File: config.mk
export PLATFORM = sky130hd
export DESIGN_NAME = key_debounce_toggle
export DESIGN_NICKNAME = d
export VERILOG_FILES = /design/src/design/kdt_pkg.sv /design/src/design/kdt_state_mem.sv /design/src/design/key_debounce_toggle.sv
export SDC_FILE = /design/constraint.sdc
export NUM_CORES = 1
export LEC_CHECK = 0
export ABC_AREA = 1
export BUFFER_PORTS_ARGS = -buffer_cell sky130_fd_sc_hd__buf_2
export CAP_MARGIN = 20
export CORE_MARGIN = 2
export CORE_UTILIZATION = 48
export DETAILED_ROUTE_END_ITERATION = 10
export HOLD_SLACK_MARGIN = 0.03
export PLACE_DENSITY = 0.65
export SLEW_MARGIN = 25
export SYNTH_ARGS = -nofsm -noshare
export SYNTH_HDL_FRONTEND = slang
export SYNTH_SLANG_ARGS = --single-unit
File: constraint.sdc
create_clock -name clk_i -period 2.68 [get_ports clk_i]
set_input_delay 0.402 -clock clk_i [delete_from_list [all_inputs] [get_ports clk_i]]
set_output_delay 0.402 -clock clk_i [all_outputs]
set_load 0.005 [all_outputs]
File: src/design/kdt_pkg.sv
// shared types, constants and the per-key update rule for the key debouncer
package kdt_pkg;

  localparam int NumKeys = 16;
  localparam int KeyW    = $clog2(NumKeys);
  localparam int CntW    = 8;
  localparam int ThrW    = 7;

  localparam logic [ThrW-1:0] PressTimeReset = 7'd10;

  // one entry of the per-key state table
  typedef struct packed {
    logic [CntW-1:0] cnt;
    logic            held;
    logic            toggle;
  } key_state_t;

  // memory write request from the update stage
  typedef struct packed {
    logic            en;
    logic [KeyW-1:0] addr;
    key_state_t      data;
  } mem_wr_t;

  // one scan tick applied to one key entry
  function automatic key_state_t key_update(key_state_t cur, logic pressed,
                                            logic [ThrW-1:0] thr);
    key_state_t      nxt;
    logic [CntW-1:0] thr_w;
    logic [CntW-1:0] full;
    nxt   = cur;
    thr_w = {1'b0, thr};
    full  = {thr, 1'b0};
    if (pressed) begin
      if (cur.cnt < thr_w) begin
        nxt.cnt = thr_w;
      end else if (cur.cnt < full) begin
        nxt.cnt = cur.cnt + CntW'(1);
      end else if (!cur.held) begin
        nxt.held   = 1'b1;
        nxt.toggle = ~cur.toggle;
      end
    end else begin
      if (cur.cnt > thr_w) begin
        nxt.cnt = thr_w;
      end else if (cur.cnt != '0) begin
        nxt.cnt = cur.cnt - CntW'(1);
      end else begin
        nxt.held = 1'b0;
      end
    end
    return nxt;
  endfunction

endpackage

File: src/design/kdt_state_mem.sv
// per-key state memory with registered read and per-entry valid bits
module kdt_state_mem (
  input  logic                      clk_i,
  input  logic                      rst_ni,
  input  logic                      rd_en_i,
  input  logic [kdt_pkg::KeyW-1:0]  rd_addr_i,
  output kdt_pkg::key_state_t       rd_data_o,
  input  kdt_pkg::mem_wr_t          wr_i
);

  kdt_pkg::key_state_t              mem [kdt_pkg::NumKeys];
  logic [kdt_pkg::NumKeys-1:0]      vld_q;
  kdt_pkg::key_state_t              rd_q;
  logic                             rd_vld_q;

  always_ff @(posedge clk_i) begin
    if (wr_i.en) begin
      mem[wr_i.addr] <= wr_i.data;
    end
    if (rd_en_i) begin
      rd_q <= mem[rd_addr_i];
    end
  end

  always_ff @(posedge clk_i or negedge rst_ni) begin
    if (!rst_ni) begin
      vld_q    <= '0;
      rd_vld_q <= 1'b0;
    end else begin
      if (wr_i.en) begin
        vld_q[wr_i.addr] <= 1'b1;
      end
      if (rd_en_i) begin
        rd_vld_q <= vld_q[rd_addr_i];
      end
    end
  end

  // entries never written read as the reset state
  assign rd_data_o = rd_vld_q ? rd_q : '0;

endmodule

File: src/design/key_debounce_toggle.sv
// top level of the multiplexed key debouncer with toggle output
// Multiplexed debouncer for up to 16 active-low keys. Each input transfer is
// one scan tick for one key: tdata[3:0] names the key and tdata[4] is the
// sampled pin (0 = pressed). Each key keeps a tick counter, a held flag and a
// toggle flag in a 16-entry state memory. One result transfer comes out for
// every input transfer, in order, carrying the key, its debounced level and
// its toggle bit after the update. The block takes one item per clock while
// the output is not stalled: the state memory is read in the accept cycle and
// written back when the update stage advances, and a key that repeats on the
// next item is served from the last write-back register. The memory read
// registers at the accept edge, and the update stage writes the state back and
// loads the output register together once the output register is free, which
// raises result valid.
// press_time is written through the cfg channel (always ready), reset value 10;
// write it only while no item is in flight.
module key_debounce_toggle (
  input  logic       clk_i,
  input  logic       rst_ni,
  // configuration write
  input  logic       cfg_valid_i,
  output logic       cfg_ready_o,
  input  logic [6:0] cfg_data_i,      // press_time
  // key samples in
  input  logic       s_axis_tvalid,
  output logic       s_axis_tready,
  input  logic [7:0] s_axis_tdata,    // [3:0] key_index, [4] pin_level, [7:5] zero
  // debounced results out
  output logic       m_axis_tvalid,
  input  logic       m_axis_tready,
  output logic [7:0] m_axis_tdata     // [3:0] key_id, [4] debounced_level,
                                      // [5] toggle_state, [7:6] zero
);

  // threshold register
  logic [kdt_pkg::ThrW-1:0] press_time_q;

  // update stage
  logic                       s1_v_q;
  logic [kdt_pkg::KeyW-1:0]   s1_key_q;
  logic                       s1_pin_q;
  logic                       fwd_q;
  logic                       s1_adv;

  // last write-back, used for back-to-back hits on one key
  logic [kdt_pkg::KeyW-1:0]   wr_key_q;
  kdt_pkg::key_state_t        wr_data_q;

  // output register
  logic                       out_v_q;
  logic [kdt_pkg::KeyW-1:0]   out_key_q;
  logic                       out_lvl_q;
  logic                       out_tgl_q;

  logic                       in_xfer;
  logic [kdt_pkg::KeyW-1:0]   in_key;
  kdt_pkg::key_state_t        mem_rd;
  kdt_pkg::key_state_t        cur;
  kdt_pkg::key_state_t        nxt;
  kdt_pkg::mem_wr_t           mem_wr;

  assign cfg_ready_o = 1'b1;

  always_ff @(posedge clk_i or negedge rst_ni) begin
    if (!rst_ni) begin
      press_time_q <= kdt_pkg::PressTimeReset;
    end else if (cfg_valid_i) begin
      press_time_q <= cfg_data_i;
    end
  end

  // output register frees up when empty or taken this cycle
  assign s1_adv        = !out_v_q || m_axis_tready;
  assign s_axis_tready = !s1_v_q || s1_adv;
  assign in_xfer       = s_axis_tvalid && s_axis_tready;
  assign in_key        = s_axis_tdata[kdt_pkg::KeyW-1:0];

  kdt_state_mem u_mem (
    .clk_i     (clk_i),
    .rst_ni    (rst_ni),
    .rd_en_i   (in_xfer),
    .rd_addr_i (in_key),
    .rd_data_o (mem_rd),
    .wr_i      (mem_wr)
  );

  // same key written back in the accept cycle: memory read is stale
  always_comb begin
    cur = fwd_q ? wr_data_q : mem_rd;
    nxt = kdt_pkg::key_update(cur, !s1_pin_q, press_time_q);
    mem_wr.en   = s1_v_q && s1_adv;
    mem_wr.addr = s1_key_q;
    mem_wr.data = nxt;
  end

  always_ff @(posedge clk_i or negedge rst_ni) begin
    if (!rst_ni) begin
      s1_v_q  <= 1'b0;
      fwd_q   <= 1'b0;
      out_v_q <= 1'b0;
    end else begin
      if (in_xfer) begin
        s1_v_q <= 1'b1;
        fwd_q  <= mem_wr.en && (mem_wr.addr == in_key);
      end else if (s1_adv) begin
        s1_v_q <= 1'b0;
      end
      if (s1_adv) begin
        out_v_q <= s1_v_q;
      end
    end
  end

  // payload registers
  always_ff @(posedge clk_i) begin
    if (in_xfer) begin
      s1_key_q <= in_key;
      s1_pin_q <= s_axis_tdata[kdt_pkg::KeyW];
    end
    if (mem_wr.en) begin
      wr_key_q  <= s1_key_q;
      wr_data_q <= nxt;
      out_key_q <= s1_key_q;
      out_lvl_q <= nxt.held;
      out_tgl_q <= nxt.toggle;
    end
  end

  assign m_axis_tvalid = out_v_q;
  assign m_axis_tdata  = {2'b00, out_tgl_q, out_lvl_q, out_key_q};

`ifndef NO_ASSERTIONS
  // an accepted sample always occupies the update stage next cycle
  a_accept_loads: assert property (@(posedge clk_i) disable iff (!rst_ni)
    in_xfer |=> s1_v_q)
    else $error("accepted sample missing from update stage");

  // forwarded data must belong to the key being updated
  a_fwd_key: assert property (@(posedge clk_i) disable iff (!rst_ni)
    (s1_v_q && fwd_q) |-> (wr_key_q == s1_key_q))
    else $error("forwarded entry belongs to a different key");

  // toggle flips only when the held flag rises
  a_toggle_on_press: assert property (@(posedge clk_i) disable iff (!rst_ni)
    (s1_v_q && (nxt.toggle != cur.toggle)) |-> (nxt.held && !cur.held))
    else $error("toggle changed without a debounced press");
`endif

endmodule
==> results.json, run 1 <==
{
  "status": "finished, final reports clean",
  "synthesis.area_um2": 9690,
  "grt_max_degree": 97,
  "root_buffer": "clkbuf_16",
  "relSlewSlack": 0.522,
  "worstSetupStartpointType": "flop",
  "syn_inst": 822,
  "antenna_left": 0,
  "fp.coreArea_um2": 19700,
  "h-tree-depth": 1,
  "diodes": 0,
  "wl_um": 21200,
  "crit_arrival_ps": 2810,
  "place_congestion": 0.890,
  "route.detailed.drc": 0,
  "dr.pass1.iters": 5,
  "drv_slew": 0,
  "period_needed_ps": 2570,
  "grt-ovfl-total": 0,
  "grt_pass1_wl_um": 34200,
  "cp_data_required_time_ps": 2920,
  "regToRegSetupSlack_ps": 110,
  "fp-row-count": 51,
  "dp_hpwl_um": 14200,
  "via_per_inst": 5.49,
  "vias": 6459,
  "clkLatencyLatePin_ps": 500,
  "fin_setup_tns_ps": 0,
  "crit_family": "simple AND/OR/NAND/NOR gates",
  "max_stage_delay_ps": 440,
  "yosysSeqAreaShare": 0.656,
  "worst_pin_slew_ps": 716,
  "holdCritPathClass": "primary input to flop",
  "synth.largest_area_cell": "edfxtp_1",
  "clkTransAtPathRegs_ps": 60,
  "ir_worst_vdd_mv": 0.668,
  "setup_viol": 0,
  "cts_inserted_buffers": 23,
  "nNetsFinal": 930,
  "p_leak_nw": 4.41,
  "fill_cells": 1638,
  "drt_iter0_markers": 501,
  "dieArea_um2": 21300,
  "clkSinkCount": 216,
  "fmax_mhz": 389,
  "die_w_um": 146,
  "grt.total_usage": 0.202,
  "clockBufferDepth": 3,
  "crit_slowest_cell": "dfrtp_2",
  "yosysWarnings": 0,
  "endpoint_kind": "flop",
  "layout-drive-gt1-share": 0.196,
  "io-pin-count": 31,
  "powerDensity_nw_per_um2": 796,
  "syn_area_per_cell_um2": 11.8,
  "hold_viol_final": 0,
  "worstPathCellList": "buf_12 -> nor2_4 -> nand2_1 -> nand2_2 -> inv_1 -> ha_1 -> o21bai_1 -> nand4_1 -> nand2_2 -> nand2_4 -> nand2_8 -> buf_12 -> nand3_1 -> nand3_1 -> nand2_2 -> buf_12",
  "numPortBuffers": 24,
  "critPathBufInv": 4,
  "crit_type": "flop to flop",
  "post-route-period-util": 0.959,
  "cts_tree": "built",
  "die_y_um": 146,
  "cp_max_fo": 17,
  "total_power_mw": 9.08,
  "yosysTopAreaCellShare": 0.586,
  "synth.distinct_cells": 45,
  "routedWlPerCell_um": 18.1,
  "finalClockSkew_ps": 13.3,
  "antenna_found_initial": 0,
  "ys_seq_elements": 216,
  "area_growth_pct": 17.7,
  "grt_pass1_vias": 6335,
  "yosys-top-cells-area": "edfxtp_1 (59%), dfrtp_1 (6.5%), nand2_1 (5.7%), o21ai_0 (3.4%), nor2_1 (3.3%)",
  "start_util": 0.493,
  "cap_violations": 0
}
cells by family after synthesis:
group                      synth area share
adders and majority gates            0.0181
buffers and inverters                0.0404
AOI/OAI and AO/OA                    0.0960
and+or+nand+nor                       0.150
other                              0.000775
xor gates and xnor gates            0.00723
DFF                                   0.656
muxes                                0.0320
cell usage in the layout, fill, tap and decap left out, drive strengths merged, types with 2 or more instances in the layout:
master | synthesis | routed
buf | 21 | 93
a21oi | 10 | 10
nand2 | 153 | 153
inv | 42 | 42
xor2 | 4 | 4
o21ai | 72 | 72
clkbuf | 25 | 26
clkinv | 1 | 12
or2 | 10 | 10
nand3 | 60 | 60
bufinv | 0 | 2
edfxtp | 189 | 189
nor2 | 91 | 91
dfrtp | 25 | 25
mux2i | 31 | 31
dfstp | 2 | 2
nor3 | 3 | 3
ha | 14 | 14
o221ai | 31 | 31
nand4 | 4 | 4
o211ai | 12 | 12
conb | 2 | 3
o32ai | 9 | 9
xnor2 | 4 | 4
final timing paths:
check | startpoint | end | depth (start not counted)
max reg2reg | fwd_q$_DFFE_PN0P_ | u_mem.mem[8][8]$_DFFE_PP_ | 16
min reg2reg | u_mem.vld_q[7]$_DFFE_PN0P_ | u_mem.vld_q[7]$_DFFE_PN0P_ | 2
min | s_axis_tdata[4] | s1_pin_q$_DFFE_PP_ | 1
max | fwd_q$_DFFE_PN0P_ | u_mem.mem[8][8]$_DFFE_PP_ | 16
min in group asynchronous | rst_ni | u_mem.vld_q[11]$_DFFE_PN0P_ | 2
max in group asynchronous | rst_ni | fwd_q$_DFFE_PN0P_ | 2
worst register-to-register path: cells and delay by family (launching register included):
kind | cells | cell delay [ps]
buffers and inverters | 4 | 500
adders and majority gates | 1 | 180
and+or+nand+nor | 10 | 1070
AOI/OAI and AO/OA | 1 | 130
DFF | 1 | 440
where the power goes:
part / internal (mW) / switching (mW) / leakage (nW)
clock: 1.77 / 1.19 / 0.348
sequential: 4.14 / 0.0914 / 2.02
combinational: 0.773 / 1.12 / 2.05
total: 6.67 / 2.40 / 4.41
area by class of cell:
| cell class | instances | area (um2) | area share |
|---|---|---|---|
| well taps | 265 | 332 | 0.0291 |
| multi-input cells | 518 | 3000 | 0.263 |
| repair buffers | 94 | 830 | 0.0728 |
| flip-flops and latches | 216 | 6360 | 0.558 |
| clock buffers | 26 | 587 | 0.0515 |
| clock inverters | 14 | 130 | 0.0114 |
| inverters | 43 | 164 | 0.0144 |
synthesized netlist by cell type (all sizes together):
cell,n
nand3b,1
nand3,60
nor3,3
or2,10
o21a,1
o32ai,9
a22oi,1
buf,21
dfstp,2
edfxtp,189
nor2,91
o211ai,12
o21bai,1
nand4,4
o221ai,31
a31oi,1
o22ai,1
inv,42
dfrtp,25
nand2,153
and3,1
mux2i,31
a21oi,10
conb,2
xor2,4
o21ai,72
xnor2,4
clkbuf,25
ha,14
clkinv,1
per-stage QoR:
stage	hold WS (ps)	cell area [um2]	cells	setup slack [ps]	utilization
2_1_floorplan	106	9690	823	53.0	-
3_3_place_gp	437	10600	1131	-104	0.538
3_5_place_dp	449	10600	1131	-146	0.538
4_1_cts	62.1	11300	1172	22.8	0.576
5_1_grt	71.2	11400	1176	-7.32	0.580
6_report	78.5	11400	1176	109	0.580
metal layers:
| metal | GRT usage | wire, um | vias to the layer above |
|---|---|---|---|
| li1 | - | - | 3100 |
| met4 | 0.0655 | 522 | 0 |
| met3 | 0.0278 | 1090 | 34 |
| met5 | 0 | 0 | - |
| met1 | 0.264 | 9040 | 3155 |
| met2 | 0.351 | 10600 | 170 |
flip-flops by register name, indices dropped and copies added, names as in the netlist, 4 cells and up:
name,count
out_key_q,4
s1_key_q,4
u_mem.vld_q,16
wr_data_q,8
u_mem.rd_q,10
press_time_q,7
u_mem.mem,160
repair_timing:
action / CTS / global route
endpoints found under the setup margin: 170 / 170
cloned: 0 / 0
setup buffers: 0 / 4
gates resized for setup: 3 / 15
pin swaps: 0 / 5
hold buffers: 1 / 0
hold endpoints to repair: 25 / 0
(Power assumes the default switching activity.)
==> run 2: changes to the inputs <==
--- a/config.mk
+++ b/config.mk
@@ -13,6 +13,7 @@
 export DETAILED_ROUTE_END_ITERATION = 10
 export HOLD_SLACK_MARGIN = 0.03
 export PLACE_DENSITY = 0.65
+export REMOVE_ABC_BUFFERS = 1
 export SLEW_MARGIN = 25
 export SYNTH_ARGS = -nofsm -noshare
 export SYNTH_HDL_FRONTEND = slang
==> results.json, run 2 (synthesized netlist as in run 1, its figures left out) <==
{
  "seq_area_um2": 6360,
  "numPortBuffers": 24,
  "io-pin-count": 31,
  "start_util": 0.493,
  "via_per_inst": 5.47,
  "dr.pass1.iters": 7,
  "clockBufferDepth": 3,
  "crit_family": "simple AND/OR/NAND/NOR gates",
  "final_common_cell": "edfxtp_1",
  "fp-row-count": 51,
  "cts_inserted_buffers": 22,
  "die_w_um": 146,
  "gr-max-usage-layer": "met2",
  "crit_arrival_ps": 2760,
  "endpoint_kind": "flop",
  "clkLatencyLatePin_ps": 500,
  "diodes": 0,
  "dp_hpwl_um": 14500,
  "multiInputGateArea_um2": 2970,
  "area_growth_pct": 16.5,
  "clkSinkCount": 216,
  "fmax_mhz": 397,
  "dieArea_um2": 21300,
  "top_regs": "u_mem.mem x160, u_mem.vld_q x16, u_mem.rd_q x10",
  "reg2regPathDepth": 16,
  "relSlewSlack": 0.578,
  "status": "finished, final reports clean",
  "die_y_um": 146,
  "h-tree-depth": 1,
  "antenna_left": 0,
  "crit_type": "flop to flop",
  "setup_viol": 0,
  "wl_um": 21700,
  "cap_violations": 0,
  "worstPathCellList": "clkinv_4 -> buf_4 -> nand3_2 -> nand2_2 -> ha_1 -> inv_1 -> o21bai_1 -> nand4_1 -> nand2_1 -> nand2_4 -> nand2_8 -> buf_6 -> nand3_1 -> nand3_1 -> nand2_1 -> buf_12",
  "dp_cells": 1129,
  "grt_pass1_wl_um": 34400,
  "r2r_end": "u_mem.mem[10][2]$_DFFE_PP_",
  "rsz0062_at_grt": "no",
  "post-route-period-util": 0.940,
  "fp.coreArea_um2": 19700,
  "p_leak_nw": 4.37,
  "root_buffer": "clkbuf_16",
  "hold_viol_final": 0,
  "worst_pin_slew_ps": 632,
  "cp_max_fo": 17,
  "drt_iter0_markers": 548,
  "met3_usage": 0.0272,
  "grt_max_degree": 97,
  "powerDensity_nw_per_um2": 795,
  "ir_worst_vdd_mv": 0.664,
  "crit_start": "fwd_q$_DFFE_PN0P_",
  "fill_cells": 1640,
  "finalClockSkew_ps": 15.1,
  "routedWlPerCell_um": 18.5,
  "regMostFlops": "u_mem.mem",
  "layout-drive-gt1-share": 0.182,
  "holdCritPathClass": "primary input to flop",
  "grtUsageMet2": 0.358,
  "critPathBufInv": 5,
  "rr_startpoint": "fwd_q$_DFFE_PN0P_",
  "crit_slowest_cell": "dfrtp_2",
  "largest_reg_flops": 160,
  "most-common-layout-cells": "edfxtp_1 (189), nand2_1 (144), nor2_1 (85), o21ai_0 (65), nand3_1 (58)",
  "timing.hold.ws_ps": 80.9,
  "clkTransAtPathRegs_ps": 60,
  "gr-usage-met1": 0.262,
  "regToRegSetupSlack_ps": 160,
  "final_cells": 1168,
  "grt_pass1_vias": 6468,
  "place_congestion": 0.848,
  "cts_tree": "built",
  "postCtsSetupRepairBufs": 0,
  "antenna_found_initial": 0,
  "final_util": 0.574,
  "grt.total_usage": 0.205,
  "max_stage_delay_ps": 410,
  "grt-ovfl-total": 0,
  "drv_slew": 0,
  "vias": 6388,
  "nNetsFinal": 923,
  "cp_data_required_time_ps": 2920,
  "endpoint": "u_mem.mem[10][2]$_DFFE_PP_",
  "route.detailed.drc": 0,
  "period_needed_ps": 2520,
  "worstSetupStartpointType": "flop",
  "worst-path-stages": 16
}
run 2: changes by cell type in the layout (fill, tap and decap cells not counted), sizes merged:
cell | before | now
buf | 93 | 87
clkinv | 12 | 9
clkinvlp | 1 | 0
clkbuf | 26 | 29
inv | 42 | 41
run 2: power breakdown:
part / switching [mW] / internal, mW / total [mW]
clock: 1.16 / 1.75 / 2.91
combinational: 1.12 / 0.724 / 1.84
sequential: 0.0831 / 4.13 / 4.22
total: 2.36 / 6.61 / 8.97
run 2: layer usage:
layer  routed length [um]  share of wire
met1                 9170           0.42
met2                10800           0.50
met3                 1070          0.049
met4                  655          0.030
met5                    0              0
run 2: worst register-to-register path: cells and delay by family (launching register included):
kind            cells  cell delay [ps]
fa+ha+maj           1              290
flops               1              410
simple gates        9              820
buf+inv             5              630
compound gates      1              110
run 2: worst min-delay path by stage:
stage                                             to  slack (ps)                        from  cells past startpoint
after detailed placement  u_mem.vld_q[7]$_DFFE_PN0P_         450  u_mem.vld_q[7]$_DFFE_PN0P_                      2
final                             s1_pin_q$_DFFE_PP_          80             s_axis_tdata[4]                      1
after global placement            s1_v_q$_DFFE_PN0P_         430                      rst_ni                      1
after CTS                         s1_pin_q$_DFFE_PP_          60             s_axis_tdata[4]                      1
after global routing              s1_pin_q$_DFFE_PP_          80             s_axis_tdata[4]                      1
after floorplan                    fwd_q$_DFFE_PN0P_         110                      rst_ni                      0
run 2: cell type report:
class                   instances  share of cell area
flip-flops and latches        216               0.563
multi-input cells             518               0.263
repair buffers                 88              0.0687
clock buffers                  29              0.0530
well taps                     265              0.0294
inverters                      43              0.0147
clock inverters                 9             0.00798
run 2: stage by stage:
stage | area [um2] | total power [mW] | setup WS [ps] | setup TNS, ps
after floorplan | 9460 | 5.20 | -119 | -2030
after global placement | 10600 | 6.06 | 52.6 | 0
after detailed placement | 10600 | 6.11 | 27.2 | 0
after CTS | 11300 | 9.02 | 9.15 | 0
after global routing | 11300 | 9.36 | 3.76 | 0
final | 11300 | 8.97 | 159 | 0
run 2: repair_timing:
action	CTS	global route
hold buffers	1	0
hold endpoints to repair	25	0
gates resized for setup	0	12
endpoints found under the setup margin	0	170
